**config.mk**
```make
export PLATFORM = sky130hd
export DESIGN_NAME = framed_message_decoder_fletcher
export DESIGN_NICKNAME = d
export VERILOG_FILES = /design/src/rtl/fmdf_pkg.sv /design/src/rtl/framed_message_decoder_fletcher.sv /design/src/rtl/fmdf_parser.sv /design/src/rtl/fmdf_queue.sv
export SDC_FILE = /design/constraint.sdc
export NUM_CORES = 1
export LEC_CHECK = 0
export CORE_MARGIN = 3
export CORE_UTILIZATION = 60
export CTS_BUF_LIST = sky130_fd_sc_hd__clkbuf_8
export DETAILED_ROUTE_END_ITERATION = 10
export DONT_BUFFER_PORTS = 1
export PLACE_DENSITY_LB_ADDON = 0.05
export SLEW_MARGIN = 0
export SYNTH_ARGS = -nofsm -noshare
export SYNTH_HDL_FRONTEND = slang
export SYNTH_SLANG_ARGS = --single-unit
export TNS_END_PERCENT = 100
```
**constraint.sdc**
```tcl
create_clock -name clk -period 5.12 [get_ports clk]
set_clock_uncertainty 0.2 [all_clocks]
set_input_delay 0.512 -clock clk [delete_from_list [all_inputs] [get_ports clk]]
set_output_delay 0.512 -clock clk [all_outputs]
set_load 0.05 [all_outputs]
```
**src/rtl/fmdf_pkg.sv**
```systemverilog
// Shared types and constants of the framed message decoder.
package fmdf_pkg;

	localparam logic [7:0] SYNC_FIRST = 8'hB5;
	localparam logic [7:0] SYNC_SECOND = 8'h62;
	localparam logic [15:0] MAX_BODY_LEN_RESET = 16'hFFFF;
	localparam logic REG_MAX_BODY_LEN = 1'b0;

	typedef enum logic [1:0] {
		KIND_BODY = 2'd0,
		KIND_FRAME = 2'd1,
		KIND_PARTIAL = 2'd2,
		KIND_NONE = 2'd3
	} kind_t;

	typedef enum logic [7:0] {
		PH_HUNT = 8'b0000_0001,
		PH_SYNC2 = 8'b0000_0010,
		PH_CLASS = 8'b0000_0100,
		PH_ID = 8'b0000_1000,
		PH_LEN_LO = 8'b0001_0000,
		PH_LEN_HI = 8'b0010_0000,
		PH_BODY = 8'b0100_0000,
		PH_CK_B = 8'b1000_0000
	} phase_t;

	typedef struct packed {
		kind_t kind;
		logic [7:0] data_out;
		logic [7:0] msg_class;
		logic [7:0] msg_id;
		logic [15:0] body_length;
		logic last;
	} res_t;

	// Up to two results caused by one accepted byte.
	typedef struct packed {
		logic [1:0] cnt;
		res_t r0;
		res_t r1;
	} push_t;

endpackage

```
**src/rtl/framed_message_decoder_fletcher.sv**
```systemverilog
// Framed message decoder: hunts for sync 0xB5 0x62 frames, checks the
// Fletcher-8 sum and streams body bytes and frame status. One received
// byte is taken per clock cycle; its results land in a queue of
// QUEUE_DEPTH entries (a power of two, at least 4), and a byte is taken
// only while two entries are free. The output drains one result per
// cycle while m_tready is high, so a byte that gives two results (a body
// byte that also ends the buffer) needs two output transfers; otherwise
// the sustained rate is one byte per cycle.
module framed_message_decoder_fletcher #(
	parameter int QUEUE_DEPTH = 4
) (
	input logic clk,
	input logic arst_n,
	input logic s_tvalid,
	output logic s_tready,
	input logic [7:0] s_tdata, // [7:0] data_in
	input logic s_tlast, // end_of_buffer
	output logic m_tvalid,
	input logic m_tready,
	// [7:0] data_out, [15:8] msg_class, [23:16] msg_id, [39:24] body_length
	output logic [39:0] m_tdata,
	output logic [1:0] m_tuser, // [1:0] kind
	output logic m_tlast, // last
	input logic psel,
	input logic penable,
	input logic pwrite,
	input logic [2:0] paddr,
	input logic [31:0] pwdata,
	output logic [31:0] prdata,
	output logic pready
);
	import fmdf_pkg::*;

	logic [15:0] max_len_q;
	logic accept;
	push_t push;
	res_t out_res;

	assign pready = 1'b1;
	assign prdata = (paddr[2] == REG_MAX_BODY_LEN) ? {16'd0, max_len_q} : 32'd0;

	always_ff @(posedge clk or negedge arst_n) begin
		if (!arst_n) begin
			max_len_q <= MAX_BODY_LEN_RESET;
		end else if (psel && penable && pwrite && pready
				&& paddr[2] == REG_MAX_BODY_LEN) begin
			max_len_q <= pwdata[15:0];
		end
	end

	assign accept = s_tvalid & s_tready;

	fmdf_parser u_parser (
		.clk(clk),
		.arst_n(arst_n),
		.accept(accept),
		.data_in(s_tdata),
		.end_of_buffer(s_tlast),
		.max_body_length(max_len_q),
		.push(push)
	);

	fmdf_queue #(
		.DEPTH(QUEUE_DEPTH)
	) u_queue (
		.clk(clk),
		.arst_n(arst_n),
		.push(push),
		.space_ok(s_tready),
		.out_valid(m_tvalid),
		.out_ready(m_tready),
		.out_res(out_res)
	);

	assign m_tdata = {out_res.body_length, out_res.msg_id, out_res.msg_class,
		out_res.data_out};
	assign m_tuser = out_res.kind;
	assign m_tlast = out_res.last;

endmodule

```
**src/rtl/fmdf_parser.sv**
```systemverilog
// Frame hunting state machine with Fletcher-8 check and result generation.
module fmdf_parser (
	input logic clk,
	input logic arst_n,
	input logic accept,
	input logic [7:0] data_in,
	input logic end_of_buffer,
	input logic [15:0] max_body_length,
	output fmdf_pkg::push_t push
);
	import fmdf_pkg::*;

	phase_t phase_q, phase_d;
	logic [7:0] sum_a_q, sum_a_d, sum_b_q, sum_b_d;
	logic [15:0] exp_len_q, exp_len_d, body_cnt_q, body_cnt_d;
	logic [7:0] class_q, class_d, id_q, id_d;
	logic [7:0] add_base_a, add_base_b, add_a;
	logic do_add, body_out, complete;
	res_t body_res, frame_res, status_res;

	// Class restarts the checksum, so the accumulators start from zero there.
	assign add_base_a = (phase_q == PH_CLASS) ? 8'd0 : sum_a_q;
	assign add_base_b = (phase_q == PH_CLASS) ? 8'd0 : sum_b_q;
	assign add_a = add_base_a + data_in;

	always_comb begin
		phase_d = phase_q;
		exp_len_d = exp_len_q;
		body_cnt_d = body_cnt_q;
		class_d = class_q;
		id_d = id_q;
		do_add = 1'b0;
		body_out = 1'b0;
		complete = 1'b0;
		unique case (phase_q)
			PH_HUNT: begin
				if (data_in == SYNC_FIRST) phase_d = PH_SYNC2;
			end
			PH_SYNC2: begin
				phase_d = (data_in == SYNC_SECOND) ? PH_CLASS : PH_HUNT;
			end
			PH_CLASS: begin
				class_d = data_in;
				do_add = 1'b1;
				phase_d = PH_ID;
			end
			PH_ID: begin
				id_d = data_in;
				do_add = 1'b1;
				phase_d = PH_LEN_LO;
			end
			PH_LEN_LO: begin
				exp_len_d = {8'd0, data_in};
				do_add = 1'b1;
				phase_d = PH_LEN_HI;
			end
			PH_LEN_HI: begin
				exp_len_d = {data_in, exp_len_q[7:0]};
				body_cnt_d = 16'd0;
				do_add = 1'b1;
				phase_d = PH_BODY;
			end
			PH_BODY: begin
				if (body_cnt_q < exp_len_q) begin
					body_out = (body_cnt_q < max_body_length);
					do_add = 1'b1;
					body_cnt_d = body_cnt_q + 16'd1;
				end else begin
					phase_d = (data_in == sum_a_q) ? PH_CK_B : PH_HUNT;
				end
			end
			PH_CK_B: begin
				complete = (data_in == sum_b_q);
				phase_d = PH_HUNT;
			end
			default: begin
				phase_d = PH_HUNT;
			end
		endcase
		sum_a_d = do_add ? add_a : sum_a_q;
		sum_b_d = do_add ? add_base_b + add_a : sum_b_q;
	end

	always_comb begin
		body_res = '{KIND_BODY, data_in, class_q, id_q, 16'd0, ~end_of_buffer};
		frame_res = '{KIND_FRAME, 8'd0, class_q, id_q, body_cnt_q, 1'b1};
		if (phase_d != PH_HUNT) begin
			status_res = '{KIND_PARTIAL, 8'd0, class_d, id_d, 16'd0, 1'b1};
		end else begin
			status_res = '{KIND_NONE, 8'd0, 8'd0, 8'd0, 16'd0, 1'b1};
		end
		push.r0 = status_res;
		push.r1 = status_res;
		push.cnt = 2'd0;
		if (accept) begin
			priority if (body_out) begin
				push.r0 = body_res;
				push.cnt = end_of_buffer ? 2'd2 : 2'd1;
			end else if (complete) begin
				push.r0 = frame_res;
				push.cnt = 2'd1;
			end else if (end_of_buffer) begin
				push.cnt = 2'd1;
			end
		end
	end

	always_ff @(posedge clk or negedge arst_n) begin
		if (!arst_n) begin
			phase_q <= PH_HUNT;
			sum_a_q <= 8'd0;
			sum_b_q <= 8'd0;
			exp_len_q <= 16'd0;
			body_cnt_q <= 16'd0;
			class_q <= 8'd0;
			id_q <= 8'd0;
		end else if (accept) begin
			if (end_of_buffer) begin
				phase_q <= PH_HUNT;
				sum_a_q <= 8'd0;
				sum_b_q <= 8'd0;
				exp_len_q <= 16'd0;
				body_cnt_q <= 16'd0;
				class_q <= 8'd0;
				id_q <= 8'd0;
			end else begin
				phase_q <= phase_d;
				sum_a_q <= sum_a_d;
				sum_b_q <= sum_b_d;
				exp_len_q <= exp_len_d;
				body_cnt_q <= body_cnt_d;
				class_q <= class_d;
				id_q <= id_d;
			end
		end
	end

endmodule

```
**src/rtl/fmdf_queue.sv**
```systemverilog
// Result queue that takes up to two results per cycle and gives one.
module fmdf_queue #(
	parameter int DEPTH = 4
) (
	input logic clk,
	input logic arst_n,
	input fmdf_pkg::push_t push,
	output logic space_ok,
	output logic out_valid,
	input logic out_ready,
	output fmdf_pkg::res_t out_res
);
	import fmdf_pkg::*;

	localparam int PW = $clog2(DEPTH);
	localparam int CW = $clog2(DEPTH + 1);

	res_t mem_q [DEPTH];
	logic [PW-1:0] wr_ptr_q, rd_ptr_q;
	logic [CW-1:0] cnt_q;
	logic pop;

	assign out_valid = (cnt_q != '0);
	assign out_res = mem_q[rd_ptr_q];
	assign pop = out_valid & out_ready;
	// A request is taken only while two entries are free.
	assign space_ok = (cnt_q <= CW'(DEPTH - 2));

	always_ff @(posedge clk) begin
		if (push.cnt != 2'd0) mem_q[wr_ptr_q] <= push.r0;
		if (push.cnt == 2'd2) mem_q[wr_ptr_q + PW'(1)] <= push.r1;
	end

	always_ff @(posedge clk or negedge arst_n) begin
		if (!arst_n) begin
			wr_ptr_q <= '0;
			rd_ptr_q <= '0;
			cnt_q <= '0;
		end else begin
			wr_ptr_q <= wr_ptr_q + PW'(push.cnt);
			if (pop) rd_ptr_q <= rd_ptr_q + PW'(1);
			cnt_q <= cnt_q + CW'(push.cnt) - CW'(pop);
		end
	end

endmodule

```
# Word-level counts from Yosys, hierarchy flattened
# Memory sizes are Yosys's and may differ from the RTL's.
# Index checks and enable logic that the tools add are counted.
# word_totals
regBits	95
ramBits	172
in_bits	51
output_inout_bits	78
wordCells	96
mem_count	1
# classes
n_addsub	8
n_lt_le_gt_ge	3
n_eq_ne	16
mux	38
bitwise_logic	4
reduce_logical	14
# mem_list
name	depth	width	read_ports	rd_clocked_by_memory_dff	wr	line	text
u_queue.mem_q	4	43	1	0	2	fmdf_queue.sv:18	res_t mem_q [DEPTH];
# ops
operator	n
$mux 8	14
$mux 45	2
$mux 16	4
$pmux 16 s2	2
$pmux 8 s7	1
$mux 43	1
$mux 42	1
$lt 16x16->1	2
$add 16x1->16 const B	1
$add 8x8->8	2
$eq 8x7->1 const B	2
$eq 8x8->1	2
$eq 8x8->1 const B	2
$mux 1	9
$reduce_bool 3->1	3
$eq 8x1->1 const B	1
$eq 8x2->1 const B	1
$eq 8x3->1 const B	1
$eq 8x4->1 const B	1
$eq 8x5->1 const B	1
$eq 8x6->1 const B	1
$ne 8x1->1 const B	1
$reduce_and 3->1	2
$reduce_bool 2->1	3
16 further kinds	23

# Logic depth before layout (Yosys ltp)
# logic_depth
word_depth	12
depth_mapped	20
depth_no_buf	17

# Cells and area by module
# From an unflattened synthesis, not the netlist that was laid out.
# hier_totals
cells_unflattened	1239
hier_area_um2	15499.9
# modules_own_cells
module	instances	cells_each	area_per_inst_um2	seq_area_each_um2
fmdf_queue	1	456	8773.4	5340.1
fmdf_parser	1	712	5800.6	1803.0
framed_message_decoder_fletcher	1	71	925.9	420.4

# Worst setup path before layout
# Ideal clock, no wire load.
# synth_timing
path_type	register to register
from	register u_parser.phase_q[6]
to	register u_parser.sum_b_q[7]
setup_ns	0.116
arrival_ns	4.409
t_required_ns	4.804
path_slack_ns	0.396
stages_incl_launch_ff	19
path_buffers	3
period_less_slack_ns	4.724
path_cell_list	dfrtp_1 -> buf_2 -> nor4_2 -> nand4b_1 -> clkbuf_1 -> clkbuf_1 -> and2_1 -> ha_1 -> fa_1 -> a21o_1 -> a21oi_1 -> o21ai_0 -> a21oi_1 -> xnor2_1 -> ha_1 -> o41ai_1 -> xnor2_1 -> or4_1 -> o311ai_0
# synth_between
elab_chain_cells	6
word_cells_on_any_way	15
cone_classes	add/sub: 2; eq/ne: 5; mux: 5; reduce/logical: 3
# synth_lines
item	line	text
start: declaration	fmdf_parser.sv:13	phase_t phase_q, phase_d;
start signal: assignment	fmdf_parser.sv:127	phase_q <= phase_d;
$eq 8x3->1	fmdf_parser.sv:22, fmdf_parser.sv:23, fmdf_parser.sv:35	
$mux 8	fmdf_parser.sv:22	assign add_base_a = (phase_q == PH_CLASS) ? 8'd0 : sum_a_q;
$add 8x8->8	fmdf_parser.sv:24	assign add_a = add_base_a + data_in;
$add 8x8->8	fmdf_parser.sv:81	sum_b_d = do_add ? add_base_b + add_a : sum_b_q;
$mux 8	fmdf_parser.sv:81	
$mux 8	fmdf_parser.sv:118	if (end_of_buffer) begin
end signal: assignment	fmdf_parser.sv:129	sum_b_q <= sum_b_d;
end: declaration	fmdf_parser.sv:14	logic [7:0] sum_a_q, sum_a_d, sum_b_q, sum_b_d;
# Several ways; a longest one is shown, not always the timed one. The select of a mux whose other input is x is not followed.
# A chain may end at the register's enable or synchronous reset.

# Worst setup path in the final report
# Ends and elaborated chain as after synthesis.

==> flow_metrics.py <==
metrics = {
    "clocking": {
        "ctsResizeCount": 0,
        "clockBufferDepth": 3,
        "numClockSinks": 267,
        "insertion_delay_ns": 0.55,
        "h-tree-depth": 2,
        "clkTransAtPathRegs_ns": 0.06,
        "root_buffer": "clkbuf_8",
        "cts_tree": "yes",
        "cts_buffers": 45,
    },
    "sta": {
        "fmax_mhz": 228.2,
        "post-route-min-period_ns": 4.382,
        "rsz0062_at_grt": "no",
        "setup_tns_ns": 0,
        "worst_slew_pin_slew_ns": 1.161,
        "whs_ns": 0.03315,
        "maxSlewHeadroom_pct": 22.57,
        "hold_viol": 0,
        "setup_violations": 0,
        "drv_slew": 0,
        "min_period_over_period_pct": 85.58,
        "worst_slack_ns": 0.7383,
    },
    "die": {
        "start_util_pct": 61.55,
        "die_h_um": 161.9,
        "coreArea_mm2": 0.02368,
        "num_rows": 56,
        "dieArea_mm2": 0.02620,
        "die_x_um": 161.9,
        "io_pins": 129,
    },
    "setup_path": {
        "worstSetupPathType": "register to register",
        "cp.required_ns": 5.36,
        "crit_slowest_cell": "dfrtp_1",
        "crit_chain": "nor4_2, nand4b_1, buf_4, and2_1, ha_1, fa_1, a21o_1, a21oi_1, o21ai_0, a21oi_1, xnor2_1, ha_1, o41ai_1, xnor2_1, or4_1, o311ai_0",
        "slowest_delay_ns": 0.49,
        "worstPathMaxFanout": 17,
        "endpoint_kind": "register",
        "worst_ep_arrival_time_ns": 4.62,
        "worstSetupStartpointType": "register",
    },
    "grt": {
        "grt_overflow": 0,
        "grt_pass1_vias": 11640,
        "gr-usage-all-layers_pct": 31.43,
        "grt_first_pass_wirelength_um": 65250,
        "grt_antenna_before_repair": 0,
        "grt_max_degree": 105,
    },
    "route": {
        "drc": 0,
        "vias_per_cell": 6.518,
        "wl_per_cell_um": 22.76,
        "postRouteAntennaNets": 0,
        "vias": 11840,
        "drt-pass1-iter-count": 8,
        "drt_iter0_drc": 1227,
        "drt-total-wl_um": 41330,
    },
    "outcome": {
        "status": "finished, final reports clean",
    },
    "cells_and_area": {
        "fillers": 1934,
        "areaGrowthSynthToFinish_pct": 9.262,
        "layout.nets": 1564,
        "n_antenna_cell": 0,
        "drive_gt1_share_pct": 14.63,
    },
    "logic_synthesis": {
        "async_flop_share_pct": 35.58,
        "synth_edf_count": 68,
        "yosys.area.top_type_share_pct": 14.28,
        "synth_top_area_cell": "dfxtp_1",
        "synth_xor_area_share_pct": 2.498,
        "synth_cell_types": 82,
        "synth_top_family_by_area": "compound AO/OA/AOI/OAI gates",
        "ys_warn_count": 0,
        "synthAdderAreaFrac_pct": 4.618,
        "muxShareOfSynthArea_pct": 8.979,
        "ys_ff_latch": 267,
        "syn_inst": 1473,
        "synth_ff_type": "dfxtp_1",
        "ys_top_cells_by_count": "140 x nand2_1, 130 x o21ai_0, 104 x dfxtp_1",
        "synth_area_mm2": 0.01458,
        "yosysSeqAreaShare_pct": 44.75,
        "synth_area_per_cell_um2": 9.896,
        "ys_top_cells_by_area": "dfxtp_1 14%, edfxtp_1 14%, dfrtp_1 13%",
        "synth_compound_area_share_pct": 17.95,
        "synth_simple_gate_area_share_pct": 15.70,
        "synth_most_common_cell": "nand2_1",
    },
    "placed_design": {
        "gp_congestion": 0.8521,
        "pre_cts_ws_ns": 0.7839,
        "port_buffers": 0,
        "dp_hpwl_um": 25020,
    },
    "worst_hold_path": {
        "hp-class": "input pin to register",
    },
    "power": {
        "irDropWorstVdd_uv": 393.9,
        "p_leak_nw": 6.167,
        "power_density_mw_per_mm2": 429.7,
    },
    "flow_run": {
        "drv_cap": 0,
    },
}
[registers in the layout (all words and copies together), names as in the netlist, 8 cells and up]
name,count
max_len_q,16
u_parser.body_cnt_q,16
u_parser.class_q,8
u_parser.exp_len_q,16
u_parser.id_q,8
u_parser.phase_q,8
u_parser.sum_a_q,8
u_parser.sum_b_q,8
u_queue.mem_q,172
[layout make-up]
type / instances / area (um2) / share of cell area [%]
multi-input cells: 1036 / 7333 / 46.04
flip-flops and latches: 267 / 6525 / 40.97
clock buffers: 57 / 784.5 / 4.926
repair buffers: 60 / 548.0 / 3.441
well taps: 319 / 399.1 / 2.506
inverters: 51 / 191.4 / 1.202
clock inverters: 26 / 145.1 / 0.9113
[worst paths after layout]
path	endpoint	cells past startpoint	startpoint	slack [ns]
setup reg to reg	u_parser.sum_b_q[7]	16	u_parser.phase_q[6]	0.74
hold reg to reg	u_queue.mem_q[0][42]	2	u_queue.mem_q[0][42]	0.26
min in group asynchronous	u_parser.body_cnt_q[15]	2	arst_n	0.38
hold / removal	u_parser.class_q[6]	2	s_tdata[6]	0.03
max in group asynchronous	u_queue.rd_ptr_q[1]	2	arst_n	3.94
setup / recovery	u_parser.sum_b_q[7]	16	u_parser.phase_q[6]	0.74
[routing by layer]
layer	share of wire, %	routed length [um]	global-route usage, %
met5	0	0	0
met4	3.1	1264	11.17
met3	8.8	3647	6.554
met2	47	19410	49.89
met1	41	17010	43.19
[logic make-up after synthesis]
logic type / after synthesis
AND/OR/NAND/NOR: 440
multiplexers: 75
adder cells (fa/ha/maj): 52
other: 2
AO/OA/AOI/OAI: 412
XOR/XNOR: 40
buffers and inverters: 185
flip-flops: 267
[stage by stage]
stage | power (mW) | utilization [%] | std cells | instance area [um2]
floorplan | 4.455 | - | 1488 | 14630
global placement | 4.844 | 62.02 | 1705 | 14690
detailed placement | 4.884 | 62.02 | 1705 | 14690
CTS | 6.864 | 67.25 | 1816 | 15930
global route | 7.182 | 67.25 | 1816 | 15930
finish | 6.843 | 67.25 | 1816 | 15930
[power by group]
group	switching [mW]	leakage (nW)	internal [mW]	total, mW
clock network	0.878	0.548	1.05	1.93
logic	1.50	2.95	0.772	2.27
registers	0.241	2.67	2.40	2.64
[worst max-delay path, delay by kind of cell (launching register included)]
kind	cells	cell delay (ns)
XOR/XNOR	2	0.29
AND/OR/NAND/NOR	4	1.04
flip-flops	1	0.49
adder cells (fa/ha/maj)	3	0.84
buffers and inverters	1	0.21
AO/OA/AOI/OAI	6	1.20
[cell usage in the layout, fill, tap and decap left out, drive strengths merged, types with 18 or more instances in the layout]
cell type,count
a21oi,104
and2,27
buf,34
clkbuf,57
dfrtp,78
dfxtp,104
dlygate4sd3,26
edfxtp,68
ha,49
inv,70
mux4,43
nand2,141
nand3,87
nand4,20
nor2,50
o211ai,22
o21ai,134
o22ai,33
or2,18
or3,28
xnor2,18
xor2,21
[repair_timing]
action,4_1_cts,5_1_grt
hold endpoints to repair,193,0
setup buffers,0,0
hold buffers,28,0
(Power assumes the default switching activity.)
